--- src/hw/rtl/kia_pkg.sv ---
`default_nettype none

package kia_pkg;

	// table size default
	localparam int TABLE_DEPTH_DEF = 256;

	// configuration port geometry
	localparam int CFG_IDX_W  = 2;
	localparam int CFG_DATA_W = 32;

	// configuration register indexes
	localparam logic [CFG_IDX_W-1:0] REG_POOL_NETWORK   = 2'd0;
	localparam logic [CFG_IDX_W-1:0] REG_POOL_PREFIX    = 2'd1;
	localparam logic [CFG_IDX_W-1:0] REG_SERVER_ADDRESS = 2'd2;

	// field widths
	localparam int KEY_W    = 64;
	localparam int ADDR_W   = 32;
	localparam int PREFIX_W = 5;
	localparam int STATUS_W = 2;

	// result status codes
	localparam logic [STATUS_W-1:0] ST_EXISTING  = 2'd0;
	localparam logic [STATUS_W-1:0] ST_NEW       = 2'd1;
	localparam logic [STATUS_W-1:0] ST_EXHAUSTED = 2'd2;
	localparam logic [STATUS_W-1:0] ST_FULL      = 2'd3;

	// controller states
	typedef enum logic [1:0] {
		S_IDLE,
		S_SCAN,
		S_SEARCH,
		S_DONE
	} state_t;

	// controller to datapath
	typedef struct packed {
		logic start;
		logic scan;
		logic search;
		logic emit;
	} cmd_t;

	// datapath to controller
	typedef struct packed {
		logic hit;
		logic scan_done;
		logic search_done;
		logic out_free;
	} sts_t;

endpackage

`default_nettype wire

--- src/hw/rtl/kia_ctrl.sv ---
`default_nettype none

module kia_ctrl (
	input  wire              clk,
	input  wire              arst_n,
	input  wire              in_valid,
	output logic             in_ready,
	input  kia_pkg::sts_t    sts,
	output kia_pkg::cmd_t    cmd
);
	import kia_pkg::*;

	state_t state_q, state_d;

	// state register
	always_ff @(posedge clk or negedge arst_n) begin
		if (!arst_n) begin
			state_q <= S_IDLE;
		end else begin
			state_q <= state_d;
		end
	end

	// next state and commands
	always_comb begin
		state_d  = state_q;
		cmd      = '0;
		in_ready = 1'b0;
		unique case (state_q)
			S_IDLE: begin
				in_ready = 1'b1;
				if (in_valid) begin
					cmd.start = 1'b1;
					state_d   = S_SCAN;
				end
			end
			S_SCAN: begin
				cmd.scan = 1'b1;
				if (sts.hit) begin
					state_d = S_DONE;
				end else if (sts.scan_done) begin
					state_d = S_SEARCH;
				end
			end
			S_SEARCH: begin
				cmd.search = 1'b1;
				if (sts.search_done) begin
					state_d = S_DONE;
				end
			end
			S_DONE: begin
				if (sts.out_free) begin
					cmd.emit = 1'b1;
					state_d  = S_IDLE;
				end
			end
			default: begin
				state_d = S_IDLE;
			end
		endcase
	end

	// at most one datapath phase is commanded per cycle
	assert property (@(posedge clk) disable iff (!arst_n)
		$onehot0({cmd.start, cmd.scan, cmd.search, cmd.emit}))
		else $error("kia_ctrl: more than one command active");

	// a transaction is taken only from idle and always starts a table walk
	assert property (@(posedge clk) disable iff (!arst_n)
		(in_valid && in_ready) |=> (state_q == S_SCAN))
		else $error("kia_ctrl: accepted request did not start a scan");

	// a result is emitted only after a hit or a finished search
	assert property (@(posedge clk) disable iff (!arst_n)
		cmd.emit |-> ($past(sts.hit) || $past(sts.search_done) || $past(state_q == S_DONE)))
		else $error("kia_ctrl: result emitted without a decision");

endmodule

`default_nettype wire

--- config.mk ---
export PLATFORM = sky130hd
export DESIGN_NAME = kia_ctrl
export DESIGN_NICKNAME = d
export VERILOG_FILES = /design/src/hw/rtl/kia_pkg.sv /design/src/hw/rtl/kia_ctrl.sv
export SDC_FILE = /design/constraint.sdc
export NUM_CORES = 1
export LEC_CHECK = 0
export BUFFER_PORTS_ARGS = -buffer_cell sky130_fd_sc_hd__buf_2
export CORE_AREA = 2 2 39 41
export CTS_BUF_LIST = sky130_fd_sc_hd__clkbuf_8
export DETAILED_ROUTE_END_ITERATION = 16
export DIE_AREA = 0 0 41 43
export GPL_ROUTABILITY_DRIVEN = 0
export MAX_ROUTING_LAYER = met4
export RECOVER_POWER = 50
export SYNTH_ARGS = -nofsm -noshare
export SYNTH_HDL_FRONTEND = slang
export SYNTH_SLANG_ARGS = --single-unit
--- constraint.sdc ---
create_clock -name clk -period 3.45 [get_ports clk]
set_input_delay 0.1725 -clock clk [delete_from_list [all_inputs] [get_ports clk]]
set_output_delay 0.1725 -clock clk [all_outputs]
set_load 0.02 [all_outputs]
* Yosys cells after proc, flatten, opt, wreduce, memory -nomap -nowiden
Cells that the tools add are included.
Word-level totals: register bits after elaboration 2
Operators by class: eq/ne operators 7, muxes and demuxes 13, reductions and logical operators 2
Operator list (number):
- 2-bit two-way mux | 5
- 2-bit one-hot mux with 4 select lines | 1
- 1-bit two-way mux | 7
- 2-bit inequality test, second input constant | 3
- 2-bit == test, second input constant | 2
- 4-bit AND reduction | 1
- 3-bit inequality test, second input constant | 1
- 2-bit by 1-bit == test with 1-bit output, second input constant | 1
- 2-bit zero test | 1

* Logic depth before layout (Yosys ltp)
Gate-level depths: netlist of the first run.
word-level depth 3, gate-level depth with buffers 5, gate-level depth less buffers 5

* Worst setup path after synthesis of the first run
No wires, ideal clock.
path kind register to register, from register state_q[0], to register state_q[1], library setup time 0.125 ns, arrival time 1.582 ns, data required time 3.325 ns, path slack 1.743 ns, cell stages (with the launch flop) 6, path through dfrtp_1 -> inv_1 -> ha_1 -> nor2b_4 -> a2111oi_4 -> mux2_4
On the way: word-level cells in the longest chain between the ends 3, elaborated cells between the ends (all ways) 10
RTL lines:
- start, declared | line kia_ctrl.sv:13 | state_t state_q, state_d;
- start signal, assigned | line kia_ctrl.sv:20 | state_q <= state_d;
- 2-bit by 1-bit == test with 1-bit output, or another cell as far along | line kia_ctrl.sv:29 | unique case (state_q)
- 3-bit inequality test (no source line) or 2-bit inequality test (tied branches)
- 4-bit AND reduction (no source line)
Several ways; a longest one is shown, not always the timed one. A chain may end at the register's enable or synchronous reset.

* Worst setup path after layout of the first run
Same ends and word-level chain as after synthesis.

==> results of run 1 <==
where the power goes:
group,leakage [nW],internal (mW),switching [mW]
Sequential,0.0233,0.0374,0.0158
Combinational,0.132,0.104,0.101
Clock,0.0216,0.0735,0.0159
stage by stage:
step,utilization (%),instance area [sq um],cells,worst slack [ns]
final,25.6,354,51,1.75
after global placement,22.2,307,47,1.77
after floorplan,-,231,20,1.74
after detailed placement,22.2,307,47,1.75
after global routing,25.6,354,51,1.65
after CTS,25.9,358,51,1.74
repair_timing:
item	in CTS	in global routing
hold buffers	1	0
buffers inserted	0	0
hold endpoints to repair	2	0
cells by family (layout without fill, tap and decap cells):
logic type / count (synthesis) / in the layout / share of synthesized area (%)
multiplexers: 1 / 1 / 6.48
flip-flops: 2 / 2 / 21.6
buffers and inverters: 2 / 17 / 3.24
AND/OR/NAND/NOR: 7 / 7 / 24.3
AO/OA/AOI/OAI: 4 / 4 / 22.7
adder cells (fa/ha/maj): 4 / 4 / 21.6
routing by layer:
metal	routed length, um	global-route usage (%)
met5	0	-
met4	0	4.00
met3	39	4.71
met2	179	7.19
met1	207	7.40
worst max-delay path, delay by kind of cell (launching register included):
family / cells / cell delay [ns]
flops: 1 / 0.42
mux: 1 / 0.33
compound gates: 1 / 0.35
fa+ha+maj: 1 / 0.24
buf+inv: 1 / 0.09
simple gates: 1 / 0.14
Yosys cell counts:
cell and n:
sky130_fd_sc_hd__ha_1 4, sky130_fd_sc_hd__dfrtp_1 2, sky130_fd_sc_hd__inv_1 2, sky130_fd_sc_hd__nor2b_4 2
sky130_fd_sc_hd__a2111oi_4 1, sky130_fd_sc_hd__a211o_1 1, sky130_fd_sc_hd__and2_1 1, sky130_fd_sc_hd__and2_2 1
sky130_fd_sc_hd__mux2_4 1, sky130_fd_sc_hd__nand3_1 1, sky130_fd_sc_hd__nor2_1 1, sky130_fd_sc_hd__nor2b_1 1
sky130_fd_sc_hd__o21ai_0 1, sky130_fd_sc_hd__o32a_2 1
worst max-delay path by stage:
stage	endpoint	slack, ns	cells after the start
finish	state_q[1]$_DFFE_PN0P_	1.75	5
global route	state_q[1]$_DFFE_PN0P_	1.65	5
CTS	state_q[1]$_DFFE_PN0P_	1.74	5
detailed placement	state_q[1]$_DFFE_PN0P_	1.75	5
global placement	state_q[1]$_DFFE_PN0P_	1.77	5
floorplan	state_q[1]$_DFFE_PN0P_	1.74	5
final cells by class:
cell class,instances,area (sq um)
Multi-Input combinational cell,16,174
Clock buffer,3,41.3
Inverter,2,7.51
Tap cell,16,20.0
Sequential cell,2,50.0
Timing Repair Buffer,12,61.3
Fill cell,151,1030
==> results.txt, run 1 <==
* Result of the run: completed
- The first global-routing pass estimated slightly below 700 um of wire.
* Max-slew violation count: 0
- The total area inside the core boundary comes to between 1000 and 1500 sq um.
- Site row count: 14
- The number of endpoints with negative hold slack in the final report is 0.
- After global routing the overflow that remains totals 0.
- First drt pass iteration count: 2
- Class of the worst hold path: input pin to asynchronous set/reset pin
- The number of clock buffers added by TritonCTS is 3.
- Starting density of the core: approximately 17%
* Biggest cell delay along the critical path: 0.42 ns
* Maximum buffer depth of the clock tree: 2
- Counting distinct cell types in the post-synthesis netlist gives 14.
- After detailed routing, the number of vias per cell comes to 3.84.
- Ranked by flip-flop count, first place goes to state_q.
- Data arrives at the worst endpoint at 1.78 ns.
* CTS clk-pin slew, worst paths: ~0.030 ns
- Critical path origin: state_q[0]$_DFFE_PN0P_
- Wire length per cell after detailed routing: 8.33 um
- Commonest non-fill, non-tap cells in the layout: 8 x sky130_fd_sc_hd__buf_2, 4 x sky130_fd_sc_hd__ha_1, 3 x sky130_fd_sc_hd__clkbuf_8, 3 x sky130_fd_sc_hd__clkbuf_1
* Crit Path Category: register to register
* Overall fraction of global-route tracks in use: around 6.3%
- DIE AREA: around 1800 sq um
- Post_cts resized: 0
- Initial antenna violation count: 0
- 0 antenna diodes ended up in the layout.
- Dominant cells by area after synthesis: sky130_fd_sc_hd__dfrtp_1 22%, sky130_fd_sc_hd__ha_1 22%, sky130_fd_sc_hd__a2111oi_4 12%
- In the final layout, the registers with the most flip-flops are state_q x2.
- Leaving out fill and tap cells, the most frequent cell in the layout is sky130_fd_sc_hd__buf_2.
- NumNets Final: 48
* PwrDens: between 900 and 1000 nW/um^2
- In this run the critical register-to-register path is launched from state_q[0]$_DFFE_PN0P_.
- In this run, synthesis produced a sequential element count of 2.
- After synthesis, the mean cell area works out to 11.6 sq um.
* Clk_skew: 0.00199 ns
* Worst setup slack for register-to-register paths: roughly 1.8 ns
- P&R area growth vs syn: 53.0%
* Ports: 12
- Counting cells, the worst reg-to-reg path comes to 5.
- Height of the die: 43 um
* # Max-Cap Violations: 0
* Total clock sinks: 2
* Total power: roughly 350 uW
- Critical R2R Capture: state_q[1]$_DFFE_PN0P_
- Data required time at the worst endpoint: 3.53 ns
- Worst hold slack after final layout: 0.284 ns
- Entering global routing, the biggest net connects 7 pins.
* Netlist area before placement: 231 sq um
* Kind of end point of the critical path: register
* RSZ-0062 raised after global routing: no
- Counting every instance in the synthesized netlist gives 20.
- For the pin with the worst max-slew slack, the measured transition is roughly 0.3 ns.
- Post-Syn Nets: 31
* Fmax achieved: just under 0.6 GHz
- Final antenna-violating net count: 0
* Chip width: between 40 and 50 um
* Sequential-to-total area share from yosys stat: a little over a fifth
- Routed wire length: ~430 um
* Leakage power figure: between 0.15 and 0.2 nW
- CTS built an H-tree with a depth of 1.
- Number of setup violations in the final report: 0
* Relative slew margins: around four fifths
- Clock latency on the worst-skew pair: 0.21 ns
- The worst setup path is launched from a register.
- Synth Warn #: 0
- Min cycle time layout: approximately 1.7 ns
* Residual DRC: 0
- Setup TNS: 0 ns
- The worst path uses approximately half of the clock period.
* Total via count in the routed design: 196
- In this run the tool buffered the top-level ports with 11 buffer cells.
- Once detailed placement completed, the half-perimeter wirelength came to 353 um.
- Of the post-synthesis cell area, the dominant cell type holds a little over a fifth.
- Crit path max-delay cell type: sky130_fd_sc_hd__dfrtp_1
- TritonCTS built the clock tree.
* Max FO, Critical Path: 6
- Root Buffer: sky130_fd_sc_hd__clkbuf_8
- Post-synth top area cell: sky130_fd_sc_hd__dfrtp_1
* Number of global-route vias before repair: between 150 and 200
- Critical Path, Cell by Cell: inv_1 -> ha_1 -> nor2b_4 -> a2111oi_4 -> mux2_4
* Count of routing violations after the opening detailed-route iteration: 3
* Max reg flops: 2
- IR analysis of the VDD net gives a maximum drop of slightly below 0.3 mV.
- Share of final-layout standard cells stronger than drive strength 1: about 50%
Power figures use the tool's default switching activity.
==> run 2, diff against run 1 <==
- clock period: 3.45 -> 1.7 ns (I/O delays scaled with it)
==> results.txt, run 2 (same netlist as run 1, synthesis figures left out) <==
* Setup ws final: between 0.08 and 0.09 ns
- The initial antenna violation count is 0.
* P&R area growth vs syn: 58.4%
- More flip-flops sit in one register than any other, and that register is state_q.
- In this run the horizontal extent of the chip is around 40 um.
- After detailed routing, the total wire length is roughly 470 um.
* Number of H-tree levels: 1
- Measured along the y axis, the die boundary spans 43 um.
- # Max-Cap Violations: 0
- Input and output buffers added on the ports amount to 11.
- For this run, the top clock speed supported by timing is 0.621 GHz.
* Crit Path Category: register to register
- In this run the standard cell core region covers ~1400 sq um.
- Total via count in the routed design: 215
- Biggest cell delay along the critical path: about 0.40 ns
* Root Buffer: sky130_fd_sc_hd__clkbuf_8
- Total instance count after detailed placement: 48
- Summed over all layers, the global routing overflow is 0.
- RSZ-0062 raised after global routing: no
* Wire length per cell after detailed routing: between 9 and 10 um
- Maximum buffer depth of the clock tree: 2
- In this run switching power makes up a little under two fifths of total power.
- The finished cells cover 367 sq um.
* Total clock sinks: 2
* Kind of end point of the critical path: register
- Across all hold checks on the routed design, the worst slack comes to between 0.2 and 0.25 ns.
- The repair_antennas step left the layout with diodes totalling 0.
- For the pin with the worst max-slew slack, the measured transition is about 0.31 ns.
* Pin count of the biggest net entering global routing: 7
* First drt pass iteration count: 4
* Hold Fails Final Rpt: 0
- Final critical-path share of the clock period: 94.8%
- Cells fill around a quarter of the core in the end.
- Clock latency on the worst-skew pair: 0.21 ns
* Ports: 12
* Class of the worst hold path: input pin to asynchronous set/reset pin
* Min cycle time layout: 1.61 ns
* Setup TNS: 0 ns
- Excluding fillers, the count of instances in the completed layout stands at 52.
- The via count of the first global-routing pass was between 150 and 200.
- The first routing iteration left 2 violations.
- Post-detailed-route via-to-cell ratio: between 4 and 5
- In this run the power spent charging and discharging nets is about 280 uW.
- Commonest non-fill, non-tap cells in the layout: 9 x sky130_fd_sc_hd__buf_2, 3 x sky130_fd_sc_hd__ha_1, 3 x sky130_fd_sc_hd__clkbuf_8
- STA classifies the critical path startpoint as a register.
- Registers with the most flip-flops: state_q x2
- Total power: around 730 uW
* Part of the total power dissipated in combinational logic: around three fifths
- Final antenna-violating net count: 0
* Result of the run: completed
- Starting density of the core: between 10% and 20%
* Clock group share of total power: between 20% and 30%
* Worst vdd rail ir drop: 0.492 mV
* Relative slew margins: between 70% and 80%
- CTS clk-pin slew, worst paths: around 0.03 ns
* CTS tree: yes
- The internal power of the cells totals between 400 and 500 uW.
- DIE AREA: ~1800 sq um
- Walking the worst path, the cells encountered are inv_2 -> ha_1 -> nor2b_4 -> a2111oi_4 -> mux2_4.
* Overall fraction of global-route tracks in use: between 6 and 7%
* Clk_skew: around 0.0007 ns
- Worst setup slack for register-to-register paths: just under 0.09 ns
* Number of setup violations in the final report: 0
* Setup Slack @ Placement: between 0.05 and 0.06 ns
- Sequential cells burn between 15 and 20% of the power.
- Crit path max-delay cell type: sky130_fd_sc_hd__dfrtp_2
- PwrDens: between 1500 and 2000 nW/um^2
* Max-slew violation count: 0
- After floorplanning, the core was divided into 14 placement rows.
* Cell area after placement: 317 sq um
- In the final layout, the share of cells above drive strength 1 is 61.1%.
- Leakage power figure: around 0.18 nW
* Data arrival at the endpoint of the critical path: 1.70 ns
- Leading cell type in the layout, fill and taps excluded: sky130_fd_sc_hd__buf_2
* Cts bufs inserted: 3
* NumNets Final: 49
- For this run, design rule violations remaining after detail routing come to 0.
* Max FO, Critical Path: 6
* Data required time at the worst endpoint: approximately 1.8 ns
* Max reg flops: 2
- Count of fill cells added during filler insertion: ~150
* Global-route wire length before repair: roughly 640 um
* Total half-perimeter wirelength after legalization and detailed placement: 415 um
[run 2: cell types whose count changed in the layout (fill, tap and decap cells not counted)]
cell and change:
sky130_fd_sc_hd__buf_4 +1, sky130_fd_sc_hd__ha_2 +1, sky130_fd_sc_hd__dfrtp_1 -1, sky130_fd_sc_hd__clkbuf_1 -1, sky130_fd_sc_hd__buf_2 +1, sky130_fd_sc_hd__dfrtp_2 +1, sky130_fd_sc_hd__ha_1 -1, sky130_fd_sc_hd__inv_1 -1
sky130_fd_sc_hd__inv_2 +1
[run 2: cell type report]
type	count	area [sq um]	area share [%]
clock buffers	3	41.3	11.3
inverters	2	7.51	2.05
multi-input cells	16	176	48.1
flip-flops and latches	2	51.3	14.0
well taps	16	20.0	5.46
repair buffers	13	70.1	19.1
[run 2: what timing repair did]
item,4_1_cts,5_1_grt
hold endpoints to repair,2,0
buffers inserted,0,0
resized for setup,0,2
hold buffers,1,0
setup endpoints to repair,0,1
[run 2: power by group through the flow]
| stage | registers, mW | logic (mW) | clock network, mW |
|---|---|---|---|
| floorplan | 0.101 | 0.349 | 0 |
| global placement | 0.105 | 0.440 | 0 |
| detailed placement | 0.107 | 0.450 | 0 |
| CTS | 0.106 | 0.454 | 0.189 |
| global route | 0.117 | 0.488 | 0.194 |
| finish | 0.110 | 0.440 | 0.182 |
[run 2: routing by layer]
layer,track usage [%],wire length [um],vias up
met5,-,0,-
met4,6.00,0,0
met3,3.14,55,0
met2,8.44,249,10
met1,6.07,165,101
li1,-,-,104
[run 2: critical path, delay by kind of cell (launching register included)]
kind	cells	cell delay [ns]
mux	1	0.33
fa+ha+maj	1	0.21
compound gates	1	0.36
flops	1	0.40
simple gates	1	0.14
buf+inv	1	0.05
[run 2: path summary, 6_finish.rpt]
check                                       startpoint                endpoint  cells past startpoint
worst max-delay path            state_q[0]$_DFFE_PN0P_  state_q[1]$_DFFE_PN0P_                      5
max in group asynchronous                       arst_n  state_q[0]$_DFFE_PN0P_                      2
worst max register to register  state_q[0]$_DFFE_PN0P_  state_q[1]$_DFFE_PN0P_                      5
worst min-delay path                            arst_n  state_q[1]$_DFFE_PN0P_                      2
min in group clk                                sts[3]  state_q[0]$_DFFE_PN0P_                      4
worst min register to register  state_q[1]$_DFFE_PN0P_  state_q[1]$_DFFE_PN0P_                      1
==> run 3, diff against run 2 <==
==> constraint.sdc (replaced) <==
create_clock -name clk -period 1.8 [get_ports clk]
set_input_delay 0.09 -clock clk [delete_from_list [all_inputs] [get_ports clk]]
set_output_delay 0.09 -clock clk [all_outputs]
set_load 0.005 [all_outputs]
==> results.txt, run 3 (same netlist as run 1, synthesis figures left out) <==
- Internal Dissipation: between 400 and 500 uW
- Fmax achieved: ~0.61 GHz
* Switching power summed over all nets: a little over 200 uW
- The final layout contains just under 50 nets.
* RSZ-0062 raised after global routing: no
- The largest individual stage delay along the critical path comes from the cell sky130_fd_sc_hd__dfrtp_1.
- The critical path starts at state_q[0]$_DFFE_PN0P_.
- Cell area after placement: 314 sq um
- Input and output buffers added on the ports amount to 11.
- In the final layout, the multi-input gates occupy 174 sq um.
- After routing the design area is ~360 sq um.
- The worst register-to-register path begins at state_q[0]$_DFFE_PN0P_.
* Number of global-route vias before repair: 209
- Row generation in the floorplan step produced 14 rows.
- Total via count in the routed design: a little under 200
- TritonCTS built the clock tree.
- Core Footprint: approximately 1400 sq um
* Routed wire length: between 400 and 500 um
- Wire length per cell after detailed routing: between 8 and 9 um
* Registers with the most flip-flops: state_q x2
* Share of final-layout standard cells stronger than drive strength 1: between 50% and 60%
- The initial antenna violation count was 0.
* Height of the die: about 43 um
* Total half-perimeter wirelength after legalization and detailed placement: 416 um
* Critical Path Source Type: register
- In this run the remaining antenna-violating nets after routing total 0.
* Final core area utilization: a little over a quarter
- The routed design could run at a clock period as short as between 1.5 and 2 ns.
- After global routing the overflow that remains totals 0.
- Result of the run: completed
- Relative to the synthesized area, the layout overhead comes to 57.3%.
- For this configuration, the core starts out at a cell density of about 17%.
* Chip width: 41 um
- More flip-flops sit in one register than any other, and that register is state_q.
* Pin count of the biggest net entering global routing: 7
* Commonest non-fill, non-tap cells in the layout: 10 x sky130_fd_sc_hd__buf_2, 4 x sky130_fd_sc_hd__ha_1, 3 x sky130_fd_sc_hd__clkbuf_8
* Ports: 12
* Setup TNS: 0 ns
- Total clock sinks: 2
- For this run, design rule violations remaining after detail routing come to 0.
- Clock-pin slew was measured on the worst setup and hold paths at approximately 0.03 ns.
* Root Buffer: sky130_fd_sc_hd__clkbuf_8
* Combined buffer and inverter count along the critical path: 1
- Count of antenna diodes in the layout: 0
- The filler cells instantiated in the layout total between 150 and 200.
- The first routing iteration left 0 violations.
- STA classifies the critical path endpoint as a register.
* Clock group share of total power: approximately 27%
* Final critical-path share of the clock period: 91.7%
* Maximum buffer depth of the clock tree: 2
- At the worst endpoint, the arrival time is roughly 1.7 ns.
- In this run switching power makes up between 30% and 40% of total power.
* Total number of cells along the worst setup path: 5
- Clock latency on the worst-skew pair: about 0.21 ns
- Overall fraction of global-route tracks in use: roughly 7.5%
* Worst setup slack for register-to-register paths: 0.15 ns
- The number of endpoints with negative hold slack in the final report is 0.
* Max-slew violation count: 0
- Data required time at the worst endpoint: around 1.9 ns
* Critical Path, Cell by Cell: inv_1 -> ha_1 -> nor2b_4 -> a2111oi_4 -> mux2_4
- The clock arrives with ~0.0018 ns of skew.
- Max FO, Critical Path: 6
- Number of buffers inserted to repair setup after CTS: 0
- Global-route wire length before repair: between 800 and 900 um
- Slew at the pin closest to its max-slew limit: roughly 0.30 ns
- Number of setup violations in the final report: 0
- Post_cts resized: 0
- Registers are responsible for 16.2% of the overall power.
- The die covers between 1500 and 2000 sq um.
- First drt pass iteration count: 1
- Leading cell type in the layout, fill and taps excluded: sky130_fd_sc_hd__buf_2
- Max reg flops: 2
* Leakage power figure: approximately 0.19 nW
* Relative slew margins: 80.2%
* Cts bufs inserted: 3
- VDD sags by at most 0.463 mV.
* Number of H-tree levels: 1
- Crit Path Category: register to register
* Sequential cell area in the final layout: 50.0 sq um
- For this design the ratio of total power to cell area is between 1500 and 2000 nW/um^2.
- The min-delay analysis places its worst path in the category input pin to asynchronous set/reset pin.
- Critical R2R Capture: state_q[1]$_DFFE_PN0P_
- Dividing the detail-routed via count by the number of cells gives roughly 3.8.
* Part of the total power dissipated in combinational logic: a little under three fifths
* # Max-Cap Violations: 0
- The cell family contributing the most delay on the critical path is flip-flops.
- On the worst path, the slowest cell contributes a delay of approximately 0.41 ns.
- Number of cells traversed by the worst register-to-register path: 5
run 3: power by group through the flow:
stage	clock network [mW]	registers, mW	logic, mW
2_1_floorplan	0	0.0955	0.264
3_3_place_gp	0	0.103	0.359
3_5_place_dp	0	0.104	0.366
4_1_cts	0.176	0.103	0.370
5_1_grt	0.180	0.109	0.410
6_report	0.171	0.102	0.357
run 3: worst max path at each step:
stage                                  end  slack (ns)
floorplan           state_q[1]$_DFFE_PN0P_        0.18
global placement    state_q[1]$_DFFE_PN0P_        0.17
detailed placement  state_q[1]$_DFFE_PN0P_        0.14
CTS                 state_q[1]$_DFFE_PN0P_        0.14
global route        state_q[1]$_DFFE_PN0P_        0.05
finish              state_q[1]$_DFFE_PN0P_        0.15
run 3: repair_timing:
item	CTS	global route
endpoints found under the hold margin	2	0
endpoints found under the setup margin	0	0
hold buffers	1	0
run 3: through the flow:
step / std cells / worst slack [ns] / hold WS [ns] / total power, mW
6_report: 52 / 0.149 / 0.207 / 0.630
2_1_floorplan: 20 / 0.181 / -0.206 / 0.359
5_1_grt: 52 / 0.0492 / 0.231 / 0.699
3_3_place_gp: 48 / 0.166 / -0.117 / 0.462
4_1_cts: 52 / 0.139 / 0.200 / 0.648
3_5_place_dp: 48 / 0.142 / -0.118 / 0.470
run 3: layer usage:
layer  global-route usage (%)  part of all wire (%)
met4                     6.00                     0
met1                     7.72                    40
met3                     3.14                   9.3
met5                        -                     0
met2                     10.6                    50
run 3: area by class of cell:
| type | instances | share of cell area (%) |
|---|---|---|
| inverter | 2 | 2.06 |
| tap | 16 | 5.50 |
| timing repair buffer | 13 | 19.6 |
| multi-input combinational | 16 | 47.8 |
| clock buffer | 3 | 11.3 |
| sequential | 2 | 13.7 |
